`config.mk`:
```
export PLATFORM = sky130hd
export DESIGN_NAME = pi_controller_antiwindup
export DESIGN_NICKNAME = d
export VERILOG_FILES = /design/src/rtl/piaw_pkg.sv /design/src/rtl/piaw_mul.sv /design/src/rtl/pi_controller_antiwindup.sv
export SDC_FILE = /design/constraint.sdc
export NUM_CORES = 2
export LEC_CHECK = 0
export ABC_AREA = 1
export BUFFER_PORTS_ARGS = -buffer_cell sky130_fd_sc_hd__buf_2
export CAP_MARGIN = 20
export CORE_ASPECT_RATIO = 1.1
export CORE_MARGIN = 2
export CORE_UTILIZATION = 45
export DETAILED_ROUTE_END_ITERATION = 8
export PLACE_DENSITY = 0.62
export SETUP_SLACK_MARGIN = 0.15
export SYNTH_ARGS = -nofsm -noshare
export SYNTH_HDL_FRONTEND = slang
export SYNTH_SLANG_ARGS = --single-unit
```
`constraint.sdc`:
```
create_clock -name aclk -period 17.46 [get_ports aclk]
set_clock_uncertainty 0.2 [all_clocks]
set_input_delay 1.746 -clock aclk [delete_from_list [all_inputs] [get_ports aclk]]
set_output_delay 1.746 -clock aclk [all_outputs]
set_load 0.03 [all_outputs]
```
`src/rtl/piaw_pkg.sv`:
```
// ============================================================================
// piaw_pkg
// Shared types, widths, register indexes and reset values for the PI
// controller with back-calculation anti-windup.
// ============================================================================
`default_nettype none

package piaw_pkg;

    // Default widths of data values and of the error accumulator.
    localparam int DATA_WIDTH_DEF = 32;
    localparam int SUM_WIDTH_DEF  = 48;

    // Gains are signed Q8.24 and always 32 bits wide.
    localparam int GAIN_W     = 32;
    localparam int FRAC_SHIFT = 24;

    // Limit registers keep at least this many bits so that their reset values fit.
    localparam int LIM_MIN_W = 20;

    // Shared multiplier: signed operand, magnitude halves, product and result.
    localparam int OPND_W = 64;
    localparam int HALF_W = OPND_W / 2;
    localparam int PROD_W = OPND_W + GAIN_W;
    localparam int RQ_W   = PROD_W - FRAC_SHIFT;
    localparam int MAG_W  = 62;
    localparam int MRES_W = MAG_W + 1;

    // Products saturate at a magnitude of 2^61.
    localparam logic [MAG_W-1:0] PROD_LIM   = MAG_W'(1) << (MAG_W - 1);
    localparam logic [PROD_W-1:0] ROUND_BIAS = PROD_W'(1) << (FRAC_SHIFT - 1);

    // Configuration register indexes.
    localparam int CFG_IDX_W = 3;
    localparam logic [CFG_IDX_W-1:0] REG_PROP_GAIN     = 3'd0;
    localparam logic [CFG_IDX_W-1:0] REG_INTEG_GAIN    = 3'd1;
    localparam logic [CFG_IDX_W-1:0] REG_BACKCALC_GAIN = 3'd2;
    localparam logic [CFG_IDX_W-1:0] REG_UPPER_LIMIT   = 3'd3;
    localparam logic [CFG_IDX_W-1:0] REG_LOWER_LIMIT   = 3'd4;

    // Register reset values.
    localparam logic signed [GAIN_W-1:0] PROP_GAIN_RST     = 32'sd16777216;
    localparam logic signed [GAIN_W-1:0] INTEG_GAIN_RST    = 32'sd83886;
    localparam logic signed [GAIN_W-1:0] BACKCALC_GAIN_RST = 32'sd83886;
    localparam int UPPER_LIMIT_RST = 327680;
    localparam int LOWER_LIMIT_RST = -327680;

    // Controller sequencer states.
    typedef enum logic [3:0] {
        ST_IDLE,
        ST_P_START,
        ST_P_WAIT,
        ST_I_START,
        ST_I_WAIT,
        ST_CLAMP,
        ST_DIFF,
        ST_B_START,
        ST_B_WAIT,
        ST_DONE
    } ctrl_state_t;

    // Multiplier sequencer states.
    typedef enum logic [2:0] {
        MUL_IDLE,
        MUL_LO,
        MUL_HI,
        MUL_RND,
        MUL_SGN
    } mul_state_t;

    // Status of the shared multiplier as seen by the controller.
    typedef struct packed {
        logic busy;
        logic done;
    } mul_status_t;

endpackage

`default_nettype wire

```
`src/rtl/piaw_mul.sv`:
```
// ============================================================================
// piaw_mul
// Shared Q8.24 gain multiplier: signed operand times signed gain, shifted
// right by 24 with rounding half away from zero, saturated to +-2^61.
// Works on magnitudes, one 32x32 partial product per cycle.
// ============================================================================
`default_nettype none

module piaw_mul
    import piaw_pkg::*;
(
    input  wire logic                     aclk,
    input  wire logic                     aresetn,
    input  wire logic                     start_i,
    input  wire logic signed [OPND_W-1:0] a_i,
    input  wire logic signed [GAIN_W-1:0] g_i,
    output mul_status_t                   status_o,
    output logic signed [MRES_W-1:0]      result_o
);

    mul_state_t state_reg, state_next;
    logic       done_reg;

    logic [OPND_W-1:0]       a_mag_reg;
    logic [GAIN_W-1:0]       g_mag_reg;
    logic                    neg_reg;
    logic [PROD_W-1:0]       acc_reg;
    logic [MAG_W-1:0]        mag_reg;
    logic signed [MRES_W-1:0] result_reg;

    logic [OPND_W-1:0] a_mag;
    logic [GAIN_W-1:0] g_mag;
    logic [HALF_W-1:0] a_half;
    logic [OPND_W-1:0] part_prod;
    logic [PROD_W-1:0] rnd_sum;
    logic [RQ_W-1:0]   rnd_q;

    // Operand magnitudes and the partial product of the half in work.
    always_comb begin
        a_mag     = a_i[OPND_W-1] ? (~$unsigned(a_i) + OPND_W'(1)) : $unsigned(a_i);
        g_mag     = g_i[GAIN_W-1] ? (~$unsigned(g_i) + GAIN_W'(1)) : $unsigned(g_i);
        a_half    = (state_reg == MUL_HI) ? a_mag_reg[OPND_W-1:HALF_W]
                                          : a_mag_reg[HALF_W-1:0];
        part_prod = a_half * g_mag_reg;
        rnd_sum   = acc_reg + ROUND_BIAS;
        rnd_q     = rnd_sum[PROD_W-1:FRAC_SHIFT];
    end

    // Sequencer state and the completion flag.
    always_ff @(posedge aclk) begin
        if (!aresetn) begin
            state_reg <= MUL_IDLE;
            done_reg  <= 1'b0;
        end else begin
            state_reg <= state_next;
            done_reg  <= (state_reg == MUL_SGN);
        end
    end

    // Next state: low half, high half, round and saturate, apply sign.
    always_comb begin
        state_next = state_reg;
        case (state_reg)
            MUL_IDLE: begin
                if (start_i) begin
                    state_next = MUL_LO;
                end
            end
            MUL_LO:  state_next = MUL_HI;
            MUL_HI:  state_next = MUL_RND;
            MUL_RND: state_next = MUL_SGN;
            MUL_SGN: state_next = MUL_IDLE;
            default: state_next = MUL_IDLE;
        endcase
    end

    // Datapath registers, one step per state.
    always_ff @(posedge aclk) begin
        case (state_reg)
            MUL_IDLE: begin
                if (start_i) begin
                    a_mag_reg <= a_mag;
                    g_mag_reg <= g_mag;
                    neg_reg   <= a_i[OPND_W-1] ^ g_i[GAIN_W-1];
                end
            end
            MUL_LO: begin
                acc_reg <= PROD_W'(part_prod);
            end
            MUL_HI: begin
                acc_reg <= acc_reg + {part_prod, {HALF_W{1'b0}}};
            end
            MUL_RND: begin
                mag_reg <= (rnd_q > RQ_W'(PROD_LIM)) ? PROD_LIM : rnd_q[MAG_W-1:0];
            end
            MUL_SGN: begin
                result_reg <= neg_reg ? (MRES_W'(0) - {1'b0, mag_reg}) : {1'b0, mag_reg};
            end
            default: begin
            end
        endcase
    end

    assign status_o.busy = (state_reg != MUL_IDLE);
    assign status_o.done = done_reg;
    assign result_o      = result_reg;

endmodule

`default_nettype wire

```
`src/rtl/pi_controller_antiwindup.sv`:
```
// ============================================================================
// pi_controller_antiwindup
// Each accepted input transaction passes three times through the shared
// multiplier (operand load, two 32x32 partial products, round, sign).
// One transaction is in work at a time; a new input is taken only after
// the previous result has moved into the output register.
// Reset: synchronous, active low; restores register defaults, clears the
// error sum and empties the output register.
// ============================================================================
`default_nettype none

module pi_controller_antiwindup
    import piaw_pkg::*;
#(
    parameter  int DATA_WIDTH = DATA_WIDTH_DEF,
    parameter  int SUM_WIDTH  = SUM_WIDTH_DEF,
    localparam int CFG_W      = (DATA_WIDTH > GAIN_W) ? DATA_WIDTH : GAIN_W
)
(
    input  wire logic                         aclk,
    input  wire logic                         aresetn,
    // Configuration write port.
    input  wire logic                         cfg_wr_en,
    input  wire logic [CFG_IDX_W-1:0]         cfg_index,
    input  wire logic [CFG_W-1:0]             cfg_wdata,
    // Input channel.
    input  wire logic                         s_valid,
    output logic                              s_ready,
    input  wire logic signed [DATA_WIDTH-1:0] s_reference,
    input  wire logic signed [DATA_WIDTH-1:0] s_measured,
    // Result channel.
    output logic                              m_valid,
    input  wire logic                         m_ready,
    output logic signed [DATA_WIDTH-1:0]      m_drive,
    output logic                              m_clamped
);

    localparam int LIM_W  = (DATA_WIDTH > LIM_MIN_W) ? DATA_WIDTH : LIM_MIN_W;
    localparam int ERR_W  = DATA_WIDTH + 1;
    localparam int SUMX_W = ((SUM_WIDTH > OPND_W) ? SUM_WIDTH : OPND_W) + 1;
    localparam logic signed [SUMX_W-1:0] SUM_MAX =
        (SUMX_W'(1) <<< (SUM_WIDTH - 1)) - SUMX_W'(1);
    localparam logic signed [SUMX_W-1:0] SUM_MIN = -SUM_MAX - SUMX_W'(1);

    // Configuration registers.
    logic signed [GAIN_W-1:0] prop_gain_reg;
    logic signed [GAIN_W-1:0] integ_gain_reg;
    logic signed [GAIN_W-1:0] backcalc_gain_reg;
    logic signed [LIM_W-1:0]  upper_limit_reg;
    logic signed [LIM_W-1:0]  lower_limit_reg;

    // Sequencer and controller state.
    ctrl_state_t state_reg, state_next;
    logic signed [SUM_WIDTH-1:0] sum_reg;

    // Working registers.
    logic signed [ERR_W-1:0]  err_reg;
    logic signed [MRES_W-1:0] prod_p_reg;
    logic signed [OPND_W-1:0] u_reg;
    logic signed [LIM_W-1:0]  drive_reg;
    logic                     flag_reg;
    logic signed [OPND_W-1:0] diff_reg;
    logic signed [OPND_W-1:0] d_reg;

    // Output register.
    logic                           m_valid_reg;
    logic signed [DATA_WIDTH-1:0]   m_drive_reg;
    logic                           m_clamped_reg;

    // Multiplier interface.
    logic                     mul_start;
    logic signed [OPND_W-1:0] mul_a;
    logic signed [GAIN_W-1:0] mul_g;
    mul_status_t              mul_status;
    logic signed [MRES_W-1:0] mul_result;

    logic                     out_load;
    logic signed [OPND_W-1:0] upper_ext;
    logic signed [OPND_W-1:0] lower_ext;
    logic signed [SUMX_W-1:0] sum_total;
    logic signed [SUMX_W-1:0] sum_sat;

    piaw_mul u_mul (
        .aclk     (aclk),
        .aresetn  (aresetn),
        .start_i  (mul_start),
        .a_i      (mul_a),
        .g_i      (mul_g),
        .status_o (mul_status),
        .result_o (mul_result)
    );

    // Configuration writes; indexes beyond the list are ignored.
    always_ff @(posedge aclk) begin
        if (!aresetn) begin
            prop_gain_reg     <= PROP_GAIN_RST;
            integ_gain_reg    <= INTEG_GAIN_RST;
            backcalc_gain_reg <= BACKCALC_GAIN_RST;
            upper_limit_reg   <= LIM_W'(UPPER_LIMIT_RST);
            lower_limit_reg   <= LIM_W'(LOWER_LIMIT_RST);
        end else if (cfg_wr_en) begin
            case (cfg_index)
                REG_PROP_GAIN:     prop_gain_reg     <= cfg_wdata[GAIN_W-1:0];
                REG_INTEG_GAIN:    integ_gain_reg    <= cfg_wdata[GAIN_W-1:0];
                REG_BACKCALC_GAIN: backcalc_gain_reg <= cfg_wdata[GAIN_W-1:0];
                REG_UPPER_LIMIT:
                    upper_limit_reg <= LIM_W'(signed'(cfg_wdata[DATA_WIDTH-1:0]));
                REG_LOWER_LIMIT:
                    lower_limit_reg <= LIM_W'(signed'(cfg_wdata[DATA_WIDTH-1:0]));
                default: begin
                end
            endcase
        end
    end

    // Limits, accumulator update and saturation at the sum width.
    always_comb begin
        upper_ext = OPND_W'(upper_limit_reg);
        lower_ext = OPND_W'(lower_limit_reg);
        sum_total = SUMX_W'(sum_reg) + SUMX_W'(d_reg);
        if (sum_total > SUM_MAX) begin
            sum_sat = SUM_MAX;
        end else if (sum_total < SUM_MIN) begin
            sum_sat = SUM_MIN;
        end else begin
            sum_sat = sum_total;
        end
    end

    // Multiplier operand selection per pass.
    always_comb begin
        case (state_reg)
            ST_P_START: begin
                mul_a = OPND_W'(err_reg);
                mul_g = prop_gain_reg;
            end
            ST_I_START: begin
                mul_a = OPND_W'(sum_reg);
                mul_g = integ_gain_reg;
            end
            default: begin
                mul_a = diff_reg;
                mul_g = backcalc_gain_reg;
            end
        endcase
    end

    // Sequencer state register.
    always_ff @(posedge aclk) begin
        if (!aresetn) begin
            state_reg <= ST_IDLE;
        end else begin
            state_reg <= state_next;
        end
    end

    // Next state and control outputs.
    always_comb begin
        state_next = state_reg;
        s_ready    = 1'b0;
        mul_start  = 1'b0;
        out_load   = 1'b0;
        case (state_reg)
            ST_IDLE: begin
                s_ready = 1'b1;
                if (s_valid) begin
                    state_next = ST_P_START;
                end
            end
            ST_P_START: begin
                if (!mul_status.busy) begin
                    mul_start  = 1'b1;
                    state_next = ST_P_WAIT;
                end
            end
            ST_P_WAIT: begin
                if (mul_status.done) begin
                    state_next = ST_I_START;
                end
            end
            ST_I_START: begin
                if (!mul_status.busy) begin
                    mul_start  = 1'b1;
                    state_next = ST_I_WAIT;
                end
            end
            ST_I_WAIT: begin
                if (mul_status.done) begin
                    state_next = ST_CLAMP;
                end
            end
            ST_CLAMP: state_next = ST_DIFF;
            ST_DIFF:  state_next = ST_B_START;
            ST_B_START: begin
                if (!mul_status.busy) begin
                    mul_start  = 1'b1;
                    state_next = ST_B_WAIT;
                end
            end
            ST_B_WAIT: begin
                if (mul_status.done) begin
                    state_next = ST_DONE;
                end
            end
            ST_DONE: begin
                // Hand over once the output register is free or being emptied.
                if (!m_valid_reg || m_ready) begin
                    out_load   = 1'b1;
                    state_next = ST_IDLE;
                end
            end
            default: state_next = ST_IDLE;
        endcase
    end

    // Working registers, loaded step by step.
    always_ff @(posedge aclk) begin
        case (state_reg)
            ST_IDLE: begin
                if (s_valid) begin
                    err_reg <= ERR_W'(s_reference) - ERR_W'(s_measured);
                end
            end
            ST_P_WAIT: begin
                if (mul_status.done) begin
                    prod_p_reg <= mul_result;
                end
            end
            ST_I_WAIT: begin
                if (mul_status.done) begin
                    u_reg <= OPND_W'(prod_p_reg) + OPND_W'(mul_result);
                end
            end
            ST_CLAMP: begin
                // The upper limit is tested first; with crossed limits, u above it gives the upper one, else the lower.
                if (u_reg > upper_ext) begin
                    drive_reg <= upper_limit_reg;
                    flag_reg  <= 1'b1;
                end else if (u_reg < lower_ext) begin
                    drive_reg <= lower_limit_reg;
                    flag_reg  <= 1'b1;
                end else begin
                    drive_reg <= LIM_W'(u_reg);
                    flag_reg  <= 1'b0;
                end
            end
            ST_DIFF: begin
                diff_reg <= OPND_W'(drive_reg) - u_reg;
            end
            ST_B_WAIT: begin
                if (mul_status.done) begin
                    d_reg <= OPND_W'(err_reg) + OPND_W'(mul_result);
                end
            end
            default: begin
            end
        endcase
    end

    // Error sum: cleared by reset, updated when the result is handed over.
    always_ff @(posedge aclk) begin
        if (!aresetn) begin
            sum_reg <= '0;
        end else if (out_load) begin
            sum_reg <= SUM_WIDTH'(sum_sat);
        end
    end

    // Output register.
    always_ff @(posedge aclk) begin
        if (!aresetn) begin
            m_valid_reg <= 1'b0;
        end else if (out_load) begin
            m_valid_reg <= 1'b1;
        end else if (m_ready) begin
            m_valid_reg <= 1'b0;
        end
    end

    always_ff @(posedge aclk) begin
        if (out_load) begin
            m_drive_reg   <= drive_reg[DATA_WIDTH-1:0];
            m_clamped_reg <= flag_reg;
        end
    end

    assign m_valid   = m_valid_reg;
    assign m_drive   = m_drive_reg;
    assign m_clamped = m_clamped_reg;

endmodule

`default_nettype wire

```
==> impl_metrics.toml <==
[synth]
synth_xor_xnor_area_share = 0.0501
postSynth.topFlopCell = "sky130_fd_sc_hd__edfxtp_1"
synth_seq_area_share = 0.247
ys_types = 67
ys_ff_latch = 866
synth.cell_area_sq_mm = 0.0966
yosysWarnings = 0
synthesis.instances = 12500
synth_compound_area_frac = 0.108
fraction_of_the_mapped_netlist_area_in_simple_logic_gates = 0.209
net_count_synth = 14200
synth-adder-area-share = 0.284
main_combinational_cell_family_by_area_after_synthesis = "adder cells"
synth-edff-count = 649
muxShareOfSynthArea = 0
synth_area_per_cell_sq_um = 7.74
async_reset_ff_frac = 0

[drt]
vias = 86500
first_pass_iters = 8
wirelength_mm = 372
route.detailed.wl_per_inst_um = 24.2
residual_antenna_violating_net_count_after_detailed_routing = 0
detail_route.iter0.violations = 8470
drc = 0
via_per_inst = 5.62

[critical_path]
critPathArrivalTime_ps = 13590
worst_path_largest_cell_delay_ps = 950
crit_required_ps = 17740
critPathMaxFanout = 77
setup.worst_path.end_class = "register"
worst_path_most_repeated_cell = "sky130_fd_sc_hd__inv_1"
regToRegStartpoint = "u_mul.state_reg[1]"
reg_to_reg_endpoint = "u_mul.acc_reg[95]"
path_class = "reg2reg"
worst_setup_path_start_kind = "register"
worstRegToRegCells = 43
setup.worst_path.start = "u_mul.state_reg[1]"
r2r_slack_ps = 4150
critPathSlowestCell = "sky130_fd_sc_hd__o21ai_1"
crit_path_capture = "u_mul.acc_reg[95]"

[sta]
min_period_over_period = 0.762
timing.final.hold_violations = 0
fmaxAchievable_mhz = 75.1
period_minus_slack_ps = 13310
maxSlewHeadroom = 0.198
setup_viol = 0
worst_pin_slew_ps = 1190
setup_repair_after_global_routing_missed_its_margin = "false"
finalMaxSlewViolations = 0
tns_setup_ps = 0

[cts]
maximum_buffer_depth_of_the_clock_tree = 3
root_buffer = "sky130_fd_sc_hd__clkbuf_16"
clock_slew_seen_by_the_registers_of_the_worst_setup_and_hold_paths_ps = 60
clock_insertion_delay_worst_skew_ps = 800
cts_max_level = 3
cts_hold_repair.buffers = 0
postCtsSetupRepairBufs = 0
cts_tree = "done"
post_cts_resized = 0
cts_inserted_buffers = 100
cts_num_sinks = 866

[final_layout]
filler_cell_count = 21000
finalNetCount = 14300
area.growth.synth_to_final_pct = 7.73
post_route_cells_drive_above_1_share = 0.0461
largest_reg_flops = 73

[die]
fp.coreArea_sq_mm = 0.214
start_util = 0.452
fp.dieArea_sq_mm = 0.218
pin_count = 139
die_width_um = 446
die_height_um = 490
rows = 178

[run_status]
run_status = "completed"

[global_route]
groute.usage.overall = 0.338
grt_first_pass_wirelength_mm = 554
first_global_vias = 85600
grt_antenna_before_repair = 16
largest_net_degree_at_the_start_of_global_routing = 83
grt_overflow = 0

[placed_design]
dpl.hpwl_mm = 305
count_of_input_and_output_buffers = 138
gp_congestion = 1.02

[job]
max_cap_violations = 0

[min_path]
timing.hold.worst.class = "reg2reg"
-- through the flow --
step	cell area, sq um	cells	hold WS (ps)	setup slack (ps)	utilization
global placement	101000	15200	208	4620	0.471
floorplan	96600	12500	200	7860	-
finish	104000	15400	238	4150	0.487
CTS	104000	15400	241	4380	0.487
detailed placement	101000	15200	228	4460	0.471
global route	104000	15400	255	3450	0.487
-- synthesized netlist by cell type, drive strengths merged, types with 225 or more instances --
| cell type | count | area [sq um] |
|---|---|---|
| o21ai | 602 | 3040 |
| clkbuf | 273 | 1020 |
| edfxtp | 649 | 19500 |
| xor2 | 328 | 2870 |
| nand2 | 2478 | 9320 |
| inv | 2224 | 8350 |
| nor2 | 1763 | 6680 |
| a21oi | 781 | 3950 |
| ha | 753 | 9420 |
| xnor2 | 225 | 1970 |
| fa | 902 | 18100 |
| nand3 | 364 | 1860 |
-- cell families after synthesis --
kind of cell | Yosys count
fa+ha+maj | 1655
buf+inv | 2572
compound gates | 1846
xor+xnor | 553
simple gates | 4990
flops | 866
-- critical path, delay by kind of cell, from the launching register on --
family	cells	cell delay [ps]
XOR/XNOR	1	790
flip-flops	1	520
adder cells (fa/ha/maj)	10	4960
buffers and inverters	11	2330
AND/OR/NAND/NOR	17	2670
AO/OA/AOI/OAI	4	1510
-- final cells by class --
cell class	count	area [sq um]	area share
Sequential cell	866	23800	0.229
Inverter	2241	8410	0.0808
Tap cell	2790	3490	0.0335
Antenna cell	3	7.51	0.0000721
Timing Repair Buffer	263	1700	0.0163
Clock inverter	56	716	0.00688
Clock buffer	128	2710	0.0260
Multi-Input combinational cell	9044	63200	0.607
-- per-layer routing --
layer	part of all wire	global-route usage	vias up
met5	0.00019	0	-
met4	0.046	0.135	10
met3	0.081	0.0541	683
met2	0.45	0.533	3847
met1	0.42	0.463	42200
li1	-	-	39800
-- cells in the final DEF (no fill, tap or decap), types with 93 or more instances in the layout --
cell type                   instances
sky130_fd_sc_hd__a21oi_1          773
sky130_fd_sc_hd__a31oi_1          149
sky130_fd_sc_hd__buf_2            137
sky130_fd_sc_hd__buf_4            121
sky130_fd_sc_hd__clkbuf_16        101
sky130_fd_sc_hd__dfxtp_1          217
sky130_fd_sc_hd__edfxtp_1         649
sky130_fd_sc_hd__fa_1             902
sky130_fd_sc_hd__ha_1             753
sky130_fd_sc_hd__inv_1           2215
sky130_fd_sc_hd__nand2_1         2473
sky130_fd_sc_hd__nand3_1          355
sky130_fd_sc_hd__nand4_1           93
sky130_fd_sc_hd__nor2_1          1739
sky130_fd_sc_hd__nor3_1           132
sky130_fd_sc_hd__o21ai_0          539
sky130_fd_sc_hd__xnor2_1          225
sky130_fd_sc_hd__xor2_1           327
-- worst min path at each step --
stage	cells past startpoint	slack, ps	from	end
2_1_floorplan	0	200	flag_reg	m_clamped
3_5_place_dp	0	230	flag_reg	m_clamped
6_report	0	240	flag_reg	m_clamped
4_1_cts	0	240	flag_reg	m_clamped
5_1_grt	0	260	flag_reg	m_clamped
3_3_place_gp	0	210	flag_reg	m_clamped
Power is left out: the tool's default activity adds up to more than one toggle a clock period on the data nets, which glitch-free logic cannot reach.
